File: src/rtl/bmad_pkg.sv
`timescale 1ns / 1ps
`default_nettype none

package bmad_pkg;

	// Access kinds carried with each request
	typedef enum logic [1:0] {
		ACT_READ  = 2'd0,
		ACT_WRITE = 2'd1,
		ACT_PEEK  = 2'd2,
		ACT_PEEK3 = 2'd3
	} action_t;

	// Target selects
	typedef enum logic [3:0] {
		TGT_SYSRAM  = 4'd0,
		TGT_BANKRAM = 4'd1,
		TGT_ROM     = 4'd2,
		TGT_CART    = 4'd3,
		TGT_VIA1    = 4'd4,
		TGT_VIA2    = 4'd5,
		TGT_VIDEO   = 4'd6,
		TGT_SOUND   = 4'd7,
		TGT_EMU     = 4'd8,
		TGT_MIDI    = 4'd9,
		TGT_UART1   = 4'd10,
		TGT_UART2   = 4'd11,
		TGT_NONE    = 4'd12
	} target_t;

	// Configuration register indexes
	typedef enum logic [2:0] {
		CFG_GEN2_MODE    = 3'd0,
		CFG_SYS_BANKS    = 3'd1,
		CFG_BRAM_COUNT   = 3'd2,
		CFG_DEV_ENABLES  = 3'd3,
		CFG_MIDI_BASE    = 3'd4,
		CFG_UART1_BASE   = 3'd5,
		CFG_UART2_BASE   = 3'd6,
		CFG_UNUSED       = 3'd7
	} cfg_index_t;

	// Device enable bits
	localparam int DEV_VIA2  = 0;
	localparam int DEV_MIDI  = 1;
	localparam int DEV_UART1 = 2;
	localparam int DEV_UART2 = 3;
	localparam int DEV_CART  = 4;

	// Address map
	localparam logic [15:0] ADDR_IO_BASE    = 16'h9F00;
	localparam logic [15:0] ADDR_VIA2_BASE  = 16'h9F10;
	localparam logic [15:0] ADDR_VIDEO_BASE = 16'h9F20;
	localparam logic [15:0] ADDR_SOUND_BASE = 16'h9F40;
	localparam logic [15:0] ADDR_SOUND_END  = 16'h9F60;
	localparam logic [15:0] ADDR_SLOW_BASE  = 16'h9FA0;
	localparam logic [15:0] ADDR_EMU_BASE   = 16'h9FB0;
	localparam logic [15:0] ADDR_EMU_END    = 16'h9FC0;
	localparam logic [15:0] ADDR_BRAM_BASE  = 16'hA000;
	localparam logic [15:0] ADDR_ROM_BASE   = 16'hC000;
	localparam logic [15:0] MIDI_MASK       = 16'hFFF0;
	localparam logic [7:0]  IO_OPEN_BUS     = 8'h9F;
	localparam logic [1:0]  SLOW_WAITS      = 2'd3;

	// Configuration reset values
	localparam logic [8:0]  RST_SYS_BANKS  = 9'd1;
	localparam logic [8:0]  RST_BRAM_COUNT = 9'd64;
	localparam logic [15:0] RST_MIDI_BASE  = 16'h9F60;
	localparam logic [15:0] RST_UART1_BASE = 16'h9FC0;
	localparam logic [15:0] RST_UART2_BASE = 16'h9FC8;

	localparam int CFG_DATA_W  = 16;
	localparam int IN_DATA_W   = 48;
	localparam int OUT_DATA_W  = 48;

	typedef struct packed {
		logic        gen2_mode;
		logic [8:0]  system_bank_count;
		logic [8:0]  banked_ram_count;
		logic [4:0]  device_enables;
		logic [15:0] midi_base;
		logic [15:0] uart1_base;
		logic [15:0] uart2_base;
	} cfg_t;

	typedef struct packed {
		action_t            action;
		logic [15:0]        address;
		logic [7:0]         cpu_bank;
		logic [7:0]         write_data;
		logic signed [8:0]  bank_override;
	} access_t;

	typedef struct packed {
		target_t     target;
		logic [23:0] physical_address;
		logic [4:0]  register_offset;
		logic [7:0]  open_bus_data;
		logic [1:0]  wait_cycles;
		logic        write_strobe;
	} result_t;

	// Bank register update request from the decoder
	typedef struct packed {
		logic       ram_we;
		logic       rom_we;
		logic [7:0] data;
	} bank_wr_t;

endpackage

`default_nettype wire

File: src/rtl/bmad_cfg_regs.sv
`timescale 1ns / 1ps
`default_nettype none

module bmad_cfg_regs (
	input  wire logic                           clk,
	input  wire logic                           arst_n,
	input  wire logic                           cfg_we,
	input  wire bmad_pkg::cfg_index_t           cfg_index,
	input  wire logic [bmad_pkg::CFG_DATA_W-1:0] cfg_data,
	output bmad_pkg::cfg_t                      cfg
);
	import bmad_pkg::*;

	cfg_t cfg_q;

	// Register file, written by index; unused index is dropped
	always_ff @(posedge clk or negedge arst_n) begin
		if (!arst_n) begin
			cfg_q.gen2_mode         <= 1'b0;
			cfg_q.system_bank_count <= RST_SYS_BANKS;
			cfg_q.banked_ram_count  <= RST_BRAM_COUNT;
			cfg_q.device_enables    <= 5'd0;
			cfg_q.midi_base         <= RST_MIDI_BASE;
			cfg_q.uart1_base        <= RST_UART1_BASE;
			cfg_q.uart2_base        <= RST_UART2_BASE;
		end else if (cfg_we) begin
			unique case (cfg_index)
				CFG_GEN2_MODE:   cfg_q.gen2_mode         <= cfg_data[0];
				CFG_SYS_BANKS:   cfg_q.system_bank_count <= cfg_data[8:0];
				CFG_BRAM_COUNT:  cfg_q.banked_ram_count  <= cfg_data[8:0];
				CFG_DEV_ENABLES: cfg_q.device_enables    <= cfg_data[4:0];
				CFG_MIDI_BASE:   cfg_q.midi_base         <= cfg_data;
				CFG_UART1_BASE:  cfg_q.uart1_base        <= cfg_data;
				CFG_UART2_BASE:  cfg_q.uart2_base        <= cfg_data;
				default: ;
			endcase
		end
	end

	assign cfg = cfg_q;

endmodule

`default_nettype wire

File: src/rtl/bmad_decode.sv
`timescale 1ns / 1ps
`default_nettype none

module bmad_decode #(
	parameter int BUILTIN_ROM_BANKS = 32
) (
	input  wire bmad_pkg::access_t acc,
	input  wire bmad_pkg::cfg_t    cfg,
	input  wire logic [7:0]        ram_sel,
	input  wire logic [7:0]        rom_sel,
	output bmad_pkg::result_t      res,
	output bmad_pkg::bank_wr_t     bank_wr
);
	import bmad_pkg::*;

	localparam logic [8:0] ROM_BANKS = 9'(BUILTIN_ROM_BANKS);

	logic        is_write;
	logic        is_peek;
	logic [7:0]  cbank;
	logic [15:0] addr;
	logic [7:0]  hi;
	logic [7:0]  win_bank_ram;
	logic [7:0]  win_bank_rom;
	logic        use_ovr;
	logic [16:0] uart1_end;
	logic [16:0] uart2_end;
	logic        uart1_hit;
	logic        uart2_hit;
	logic        reaches;

	assign addr     = acc.address;
	assign hi       = addr[15:8];
	assign is_write = (acc.action == ACT_WRITE);
	assign is_peek  = acc.action[1];
	assign cbank    = cfg.gen2_mode ? acc.cpu_bank : 8'd0;

	// Window bank: peeks may name their own bank
	assign use_ovr      = is_peek && !acc.bank_override[8];
	assign win_bank_ram = use_ovr ? acc.bank_override[7:0] : ram_sel;
	assign win_bank_rom = use_ovr ? acc.bank_override[7:0] : rom_sel;

	// UART windows, eight registers each
	assign uart1_end = {1'b0, cfg.uart1_base} + 17'd7;
	assign uart2_end = {1'b0, cfg.uart2_base} + 17'd7;
	assign uart1_hit = cfg.device_enables[DEV_UART1] && (addr >= cfg.uart1_base)
		&& ({1'b0, addr} <= uart1_end);
	assign uart2_hit = cfg.device_enables[DEV_UART2] && (addr >= cfg.uart2_base)
		&& ({1'b0, addr} <= uart2_end);

	// Address decode
	always_comb begin
		res.target           = TGT_NONE;
		res.physical_address = 24'd0;
		res.register_offset  = 5'd0;
		res.open_bus_data    = 8'd0;
		res.wait_cycles      = 2'd0;
		reaches              = 1'b0;
		bank_wr.ram_we       = 1'b0;
		bank_wr.rom_we       = 1'b0;
		bank_wr.data         = acc.write_data;

		priority if (cbank != 8'd0) begin
			// extended system RAM bank
			if ({1'b0, cbank} < cfg.system_bank_count) begin
				res.target           = TGT_SYSRAM;
				res.physical_address = {cbank, addr};
				reaches              = 1'b1;
			end else begin
				res.open_bus_data = hi;
			end
		end else if (addr < ADDR_IO_BASE) begin
			// low RAM; addresses 0 and 1 also load the bank registers
			bank_wr.ram_we       = is_write && (addr[15:1] == 15'd0) && !addr[0];
			bank_wr.rom_we       = is_write && (addr[15:1] == 15'd0) && addr[0];
			res.target           = TGT_SYSRAM;
			res.physical_address = {8'd0, addr};
			reaches              = 1'b1;
		end else if (addr < ADDR_BRAM_BASE) begin
			// I/O page, fixed priority
			if (!is_peek && addr >= ADDR_SLOW_BASE)
				res.wait_cycles = SLOW_WAITS;
			priority if (addr < ADDR_VIA2_BASE) begin
				res.target          = TGT_VIA1;
				res.register_offset = {1'b0, addr[3:0]};
			end else if (cfg.device_enables[DEV_VIA2] && addr < ADDR_VIDEO_BASE) begin
				res.target          = TGT_VIA2;
				res.register_offset = {1'b0, addr[3:0]};
			end else if (addr >= ADDR_VIDEO_BASE && addr < ADDR_SOUND_BASE) begin
				res.target          = TGT_VIDEO;
				res.register_offset = addr[4:0];
			end else if (addr >= ADDR_SOUND_BASE && addr < ADDR_SOUND_END) begin
				if (!is_peek)
					res.wait_cycles = SLOW_WAITS;
				if (is_write || addr[0]) begin
					res.target          = TGT_SOUND;
					res.register_offset = {4'd0, addr[0]};
				end else begin
					res.open_bus_data = IO_OPEN_BUS;
				end
			end else if (addr >= ADDR_EMU_BASE && addr < ADDR_EMU_END) begin
				res.target          = TGT_EMU;
				res.register_offset = {1'b0, addr[3:0]};
			end else if (cfg.device_enables[DEV_MIDI]
					&& (addr & MIDI_MASK) == cfg.midi_base) begin
				res.target          = TGT_MIDI;
				res.register_offset = {1'b0, addr[3:0]};
			end else if (uart1_hit) begin
				res.target          = TGT_UART1;
				res.register_offset = {2'd0, addr[2:0]};
			end else if (uart2_hit) begin
				res.target          = TGT_UART2;
				res.register_offset = {2'd0, addr[2:0]};
			end else begin
				res.open_bus_data = IO_OPEN_BUS;
			end
			reaches = (res.target != TGT_NONE);
		end else if (addr < ADDR_ROM_BASE) begin
			// banked RAM window, 8K pages
			if ({1'b0, win_bank_ram} < cfg.banked_ram_count) begin
				res.target           = TGT_BANKRAM;
				res.physical_address = {3'd0, win_bank_ram, addr[12:0]};
				reaches              = 1'b1;
			end else begin
				res.open_bus_data = hi;
			end
		end else begin
			// ROM / cartridge window, 16K banks; ROM ignores writes
			if ({1'b0, win_bank_rom} < ROM_BANKS) begin
				res.target           = TGT_ROM;
				res.physical_address = {2'd0, win_bank_rom, addr[13:0]};
			end else if (cfg.device_enables[DEV_CART]) begin
				res.target           = TGT_CART;
				res.physical_address = {2'd0, win_bank_rom, addr[13:0]};
				reaches              = 1'b1;
			end else begin
				res.open_bus_data = hi;
			end
		end

		res.write_strobe = is_write && reaches;
	end

endmodule

`default_nettype wire

File: src/rtl/banked_memory_address_decoder.sv
// Bus access decoder for a banked 8-bit machine. Each request on the slave
// stream is one CPU access (read, write or debug peek); the master stream
// returns one result per request: target select, physical address, device
// register offset, open-bus byte, wait cycles and write strobe. Requests are
// taken every cycle unless the output backs up; each passes the input
// register, then the result register, which lets a new request in while a
// result waits for tready. Bank 0 writes to addresses 0 and 1 load the RAM
// and ROM bank registers as the request leaves the input register, so the
// next request sees the new bank. The user writes configuration through the
// cfg port only while no request is in flight; the block does not check it.
`timescale 1ns / 1ps
`default_nettype none

module banked_memory_address_decoder #(
	parameter int BUILTIN_ROM_BANKS = 32
) (
	input  wire logic                            clk,
	input  wire logic                            arst_n,
	// tdata: address[15:0], cpu_bank[23:16], write_data[31:24],
	//        bank_override[40:32] (signed), zeros[47:41]
	input  wire logic                            s_axis_tvalid,
	output logic                                 s_axis_tready,
	input  wire logic [bmad_pkg::IN_DATA_W-1:0]  s_axis_tdata,
	// tuser: action[1:0]
	input  wire logic [1:0]                      s_axis_tuser,
	// tdata: target[3:0], physical_address[27:4], register_offset[32:28],
	//        open_bus_data[40:33], wait_cycles[42:41], write_strobe[43],
	//        zeros[47:44]
	output logic                                 m_axis_tvalid,
	input  wire logic                            m_axis_tready,
	output logic [bmad_pkg::OUT_DATA_W-1:0]      m_axis_tdata,
	input  wire logic                            cfg_we,
	input  wire logic [2:0]                      cfg_index,
	input  wire logic [bmad_pkg::CFG_DATA_W-1:0] cfg_data
);
	import bmad_pkg::*;

	cfg_t     cfg;
	access_t  acc_s1;
	logic     valid_s1;
	result_t  res_s2;
	logic     valid_s2;
	result_t  dec_res;
	bank_wr_t bank_wr;
	logic [7:0] ram_page_q;
	logic [7:0] rom_page_q;
	logic     accept_in;
	logic     fire_s1;

	// Configuration registers
	bmad_cfg_regs u_cfg (
		.clk       (clk),
		.arst_n    (arst_n),
		.cfg_we    (cfg_we),
		.cfg_index (cfg_index_t'(cfg_index)),
		.cfg_data  (cfg_data),
		.cfg       (cfg)
	);

	// Handshake
	assign fire_s1       = valid_s1 && (!valid_s2 || m_axis_tready);
	assign s_axis_tready = !valid_s1 || fire_s1;
	assign accept_in     = s_axis_tvalid && s_axis_tready;

	// Input register
	always_ff @(posedge clk or negedge arst_n) begin
		if (!arst_n) begin
			valid_s1 <= 1'b0;
		end else if (accept_in) begin
			valid_s1 <= 1'b1;
		end else if (fire_s1) begin
			valid_s1 <= 1'b0;
		end
	end

	always_ff @(posedge clk) begin
		if (accept_in) begin
			acc_s1.action        <= action_t'(s_axis_tuser);
			acc_s1.address       <= s_axis_tdata[15:0];
			acc_s1.cpu_bank      <= s_axis_tdata[23:16];
			acc_s1.write_data    <= s_axis_tdata[31:24];
			acc_s1.bank_override <= s_axis_tdata[40:32];
		end
	end

	// Decode
	bmad_decode #(
		.BUILTIN_ROM_BANKS (BUILTIN_ROM_BANKS)
	) u_decode (
		.acc      (acc_s1),
		.cfg      (cfg),
		.ram_sel  (ram_page_q),
		.rom_sel  (rom_page_q),
		.res      (dec_res),
		.bank_wr  (bank_wr)
	);

	// Bank registers, updated as the request moves on
	always_ff @(posedge clk or negedge arst_n) begin
		if (!arst_n) begin
			ram_page_q <= 8'd0;
			rom_page_q <= 8'd0;
		end else if (fire_s1) begin
			if (bank_wr.ram_we)
				ram_page_q <= bank_wr.data;
			if (bank_wr.rom_we)
				rom_page_q <= bank_wr.data;
		end
	end

	// Result register
	always_ff @(posedge clk or negedge arst_n) begin
		if (!arst_n) begin
			valid_s2 <= 1'b0;
		end else if (fire_s1) begin
			valid_s2 <= 1'b1;
		end else if (m_axis_tready) begin
			valid_s2 <= 1'b0;
		end
	end

	always_ff @(posedge clk) begin
		if (fire_s1)
			res_s2 <= dec_res;
	end

	assign m_axis_tvalid = valid_s2;
	assign m_axis_tdata  = {4'd0, res_s2.write_strobe, res_s2.wait_cycles,
		res_s2.open_bus_data, res_s2.register_offset, res_s2.physical_address,
		4'(res_s2.target)};

	// Checks
	a_bank_update_on_fire: assert property (@(posedge clk) disable iff (!arst_n)
		(!$stable(ram_page_q) || !$stable(rom_page_q)) |-> $past(fire_s1))
		else $error("bank register changed without a request leaving stage 1");

	a_stall_only_when_full: assert property (@(posedge clk) disable iff (!arst_n)
		!s_axis_tready |-> (valid_s1 && valid_s2 && !m_axis_tready))
		else $error("input stalled while the pipeline has room");

	a_none_is_clean: assert property (@(posedge clk) disable iff (!arst_n)
		(valid_s2 && res_s2.target == TGT_NONE) |->
		(res_s2.physical_address == 24'd0 && res_s2.register_offset == 5'd0
		&& !res_s2.write_strobe))
		else $error("open-bus result carries address, offset or strobe");

	a_rom_no_strobe: assert property (@(posedge clk) disable iff (!arst_n)
		(valid_s2 && res_s2.target == TGT_ROM) |-> !res_s2.write_strobe)
		else $error("write strobe raised for ROM");

	a_waits_io_only: assert property (@(posedge clk) disable iff (!arst_n)
		(valid_s2 && res_s2.wait_cycles != 2'd0) |->
		(res_s2.physical_address == 24'd0))
		else $error("wait cycles on a memory target");

endmodule

`default_nettype wire

File: config.mk
export PLATFORM = sky130hd
export DESIGN_NAME = banked_memory_address_decoder
export DESIGN_NICKNAME = d
export VERILOG_FILES = /design/src/rtl/bmad_pkg.sv /design/src/rtl/bmad_cfg_regs.sv /design/src/rtl/bmad_decode.sv /design/src/rtl/banked_memory_address_decoder.sv
export SDC_FILE = /design/constraint.sdc
export NUM_CORES = 1
export LEC_CHECK = 0
export BUFFER_PORTS_ARGS = -buffer_cell sky130_fd_sc_hd__buf_4
export CELL_PAD_IN_SITES_DETAIL_PLACEMENT = 1
export CELL_PAD_IN_SITES_GLOBAL_PLACEMENT = 1
export CORE_MARGIN = 5
export CORE_UTILIZATION = 50
export CTS_CLUSTER_DIAMETER = 80
export DETAILED_ROUTE_END_ITERATION = 8
export PLACE_DENSITY_LB_ADDON = 0.15
export REMOVE_ABC_BUFFERS = 1
export SLEW_MARGIN = 20
export SYNTH_ARGS = -nofsm -noshare
export SYNTH_HDL_FRONTEND = slang
export SYNTH_SLANG_ARGS = --single-unit
export TNS_END_PERCENT = 100
File: constraint.sdc
create_clock -name clk -period 8.75 [get_ports clk]
set_input_delay 1.75 -clock clk [delete_from_list [all_inputs] [get_ports clk]]
set_output_delay 1.75 -clock clk [all_outputs]
set_load 0.1 [all_outputs]
==> results.rst <==
.. list-table::
   :header-rows: 1

   * - Metric
     - Value
   * - Setup repair after global routing missed its margin
     - no
   * - Internal reg-to-reg setup slack
     - 4.72 ns
   * - Die Footprint
     - between 20,000 and 25,000 um2
   * - Distinct cell type count of the synthesized netlist
     - 76
   * - TritonCTS clock tree
     - yes
   * - Global placement routability congestion
     - between 0.8 and 0.9
   * - Static Leak
     - 4.921 nW
   * - Number of antenna diodes
     - 0
   * - Number of buffers inserted during clock tree synthesis
     - 17
   * - Starting density of the core
     - between 50% and 60%
   * - Fraction of post-synthesis cell area in the top cell type by area
     - 26.69%
   * - Main synth FF type
     - sky130_fd_sc_hd__edfxtp_1
   * - Cell area after placement
     - 10,770 um2
   * - Total routing usage reported by global routing
     - 26.15%
   * - Clock-pin slew on the worst setup and hold paths
     - about 0.080 ns
   * - Wire length of the first global-routing pass
     - 44.91 mm
   * - DR pass1 iterations
     - 5
   * - Worst vdd rail ir drop
     - 0.0001557 V
   * - Post-CTS Hold Fix Bufs
     - 0
   * - Skew-Pair Late Insertion Delay
     - roughly 0.44 ns
   * - Area of the core
     - between 15,000 and 20,000 um2
   * - Power Density
     - between 200 and 250 nW/um2
   * - Type of the worst min-delay path
     - register to register
   * - Combined flip-flop and latch cell area
     - a little under 5000 um2
   * - Arrival time at the worst endpoint
     - ~2.3 ns
   * - Clock Tree Root
     - sky130_fd_sc_hd__clkbuf_16
   * - Count of state elements after synthesis
     - 176
   * - Via total after detailed routing
     - ~7,300
   * - Critical R2R Launch
     - u_cfg.cfg[6]
   * - Largest net degree at the start of global routing
     - 63
   * - Routed WL
     - roughly 28 mm
   * - Area of the multi-input gates
     - about 4500 um2
   * - Fraction of registers with async set or reset after synthesis
     - 51.14%
   * - Count of max-cap constraint violations
     - 0
   * - Yosys warning total
     - 0
   * - Mapped cell area
     - slightly below 10,000 um2
   * - Number of placement rows
     - 50
   * - Buffers inserted by post-CTS timing repair
     - 0
   * - Worst r2r dst
     - m_axis_tdata[33]
   * - Final instance area
     - between 10,000 and 15,000 um2
   * - Type of element launching the critical path
     - input pin
   * - DRC marker count from the first detailed-route iteration
     - about 470
   * - Number of antenna violations at the first check in global routing
     - 0
   * - Hold path cells
     - 1
   * - Ranking of synthesized cells by instance count
     - 86 x sky130_fd_sc_hd__edfxtp_1, 80 x sky130_fd_sc_hd__ha_1, 73 x sky130_fd_sc_hd__nand2_1
   * - Number of synthesized flops with an enable pin
     - between 80 and 90
   * - Number of H-tree branching levels
     - 4
   * - Number of global-route vias before repair
     - roughly 8,000
   * - Filler cell count in the final layout
     - roughly 2,000
   * - PortBufs
     - about 110
   * - Critical path class
     - input pin to output port
   * - Final critical path time including I/O delays and setup
     - about 4 ns
   * - Number of gates resized after CTS
     - 0
   * - Detailed placement HPWL
     - between 20 and 25 mm
   * - Setup crit end kind
     - output port
   * - Mean instance size in the synthesized netlist
     - 11.45 um2
   * - Die span in x
     - around 150 um
   * - Pre-CTS setup slack
     - approximately 4.6 ns
   * - Highest clock frequency the design can meet
     - 0.2454 GHz
   * - Synth Instances
     - ~850
   * - Layout area overhead
     - 17.55%
   * - Routed wirelength normalized by instance count
     - about 23 um
   * - Clock Sink Count
     - between 150 and 200
   * - Status
     - finished clean
   * - Total congestion overflow after global routing
     - 0
   * - Top cells by area, synth
     - sky130_fd_sc_hd__edfxtp_1 27%, sky130_fd_sc_hd__dfrtp_1 16%, sky130_fd_sc_hd__ha_1 10%
   * - Worst-path fanout max
     - 3
   * - Crit path launch
     - m_axis_tready
   * - Worst hold start
     - valid_s1
   * - Detail-routed via count per cell
     - a little under 6
   * - Slew HR
     - between 30% and 40%
   * - Max-slew violations
     - 0
   * - Count of final hold-check violations
     - 0
   * - Number of I/O pins
     - between 100 and 150
   * - Slew @ Worst Pin
     - roughly 1.0 ns
   * - Final core occ
     - 60.20%
   * - Cell Count, Final, Fillers Out
     - roughly 1,200
   * - Setup_tns
     - 0 ns
   * - Most numerous cell in the Yosys netlist
     - sky130_fd_sc_hd__edfxtp_1
   * - Layout cells sized above 1
     - 28.22%
   * - Required time reported for the critical path endpoint
     - roughly 7 ns
   * - Worst-case clock skew
     - around 0.012 ns
   * - Terminating pin of the worst hold path
     - m_axis_tvalid
   * - Cell type with the largest total area after synthesis
     - sky130_fd_sc_hd__edfxtp_1
   * - DRC violation count after routing
     - 0
   * - Worst-case setup margin in the final layout
     - approximately 4.7 ns
   * - Number of placed instances with taps included
     - 1,199
   * - Vertical die dimension
     - ~150 um
   * - Seq/Total Area, Yosys
     - ~50%
   * - Antenna Nets Post-Route
     - 0
   * - Final #Nets
     - between 1,000 and 1,500
   * - Setup-failing EPs final
     - 0
   * - Register-to-Register Path Depth
     - 15
   * - Final period util
     - 46.57%
   * - Bufs on Longest Clock Path
     - 2
[worst max path at each step]
stage / endpoint / slack [ns] / depth (start not counted)
2_1_floorplan: s_axis_tready / 4.43 / 1
5_1_grt: m_axis_tdata[33] / 4.49 / 15
4_1_cts: s_axis_tready / 4.67 / 3
6_report: s_axis_tready / 4.67 / 3
3_3_place_gp: s_axis_tready / 4.71 / 3
3_5_place_dp: ram_page_q[6] / 4.65 / 7
[sequential cells by signal, indices dropped and copies added (netlist names)]
signal,flops
acc_s1,43
m_axis_tdata,43
m_axis_tvalid,1
ram_page_q,8
rom_page_q,8
u_cfg.cfg,72
valid_s1,1
[area by class of cell]
| type | count | share of cell area [%] |
|---|---|---|
| clock inverters | 14 | 1.441 |
| clock buffers | 18 | 3.773 |
| repair buffers | 121 | 7.987 |
| inverters | 55 | 1.815 |
| flip-flops and latches | 176 | 42.81 |
| well taps | 260 | 2.860 |
| multi-input cells | 587 | 39.32 |
[power by group]
part           switching, W  total (W)  internal, W
Combinational      0.000498   0.000786     0.000288
Sequential         0.000100    0.00111      0.00101
Clock              0.000370   0.000779     0.000409
[worst max-delay path, cell delays in order]
cell and delay (ns):
sky130_fd_sc_hd__buf_4 0.11, sky130_fd_sc_hd__nand3b_1 0.20, sky130_fd_sc_hd__buf_4 0.26
[per-stage QoR]
stage / total power (W) / hold slack, ns
after detailed placement: 0.001899 / 0.4959
after global placement: 0.001846 / 0.4672
after floorplan: 0.001661 / 0.4475
after CTS: 0.002684 / 0.5040
after global routing: 0.002811 / 0.5359
final: 0.002677 / 0.5015
[cells by family (layout without fill, tap and decap cells)]
family | count (synthesis) | in the layout | share of synthesized area, %
xor gates and xnor gates | 40 | 40 | 3.621
adders and majority gates | 80 | 80 | 10.35
and+or+nand+nor | 256 | 256 | 14.48
AOI/OAI and AO/OA | 134 | 134 | 8.884
other | 1 | 4 | 0.03876
muxes | 73 | 73 | 8.574
DFF | 176 | 176 | 50.32
buffers and inverters | 85 | 208 | 3.737
[metal layers]
metal  vias to the layer above  wire length [um]  track usage [%]
met2                       240             14500            45.60
met3                        47              1595            5.864
met4                         0               515            6.819
met1                      3732             11840            32.96
li1                       3299                 -                -
met5                         -                 0                0
[cell usage in the layout, fill, tap and decap left out, types with 5 or more instances in the layout]
master,instances
sky130_fd_sc_hd__nand4_1,16
sky130_fd_sc_hd__and2_1,18
sky130_fd_sc_hd__o211ai_1,7
sky130_fd_sc_hd__inv_1,54
sky130_fd_sc_hd__and3_1,16
sky130_fd_sc_hd__a211oi_1,5
sky130_fd_sc_hd__inv_6,6
sky130_fd_sc_hd__a21oi_1,40
sky130_fd_sc_hd__a22o_1,6
sky130_fd_sc_hd__buf_4,121
sky130_fd_sc_hd__mux2_2,71
sky130_fd_sc_hd__nor4_1,12
sky130_fd_sc_hd__nand2_1,73
sky130_fd_sc_hd__xnor2_1,36
sky130_fd_sc_hd__nor3_1,20
sky130_fd_sc_hd__nor2_1,26
sky130_fd_sc_hd__edfxtp_1,86
sky130_fd_sc_hd__nand3_1,23
sky130_fd_sc_hd__clkbuf_16,17
sky130_fd_sc_hd__ha_1,80
sky130_fd_sc_hd__nand2b_1,11
sky130_fd_sc_hd__dfrtp_1,63
sky130_fd_sc_hd__dfstp_2,27
sky130_fd_sc_hd__a21o_1,9
sky130_fd_sc_hd__o21ai_0,28
No activity file was read; power rests on OpenSTA's default activity.
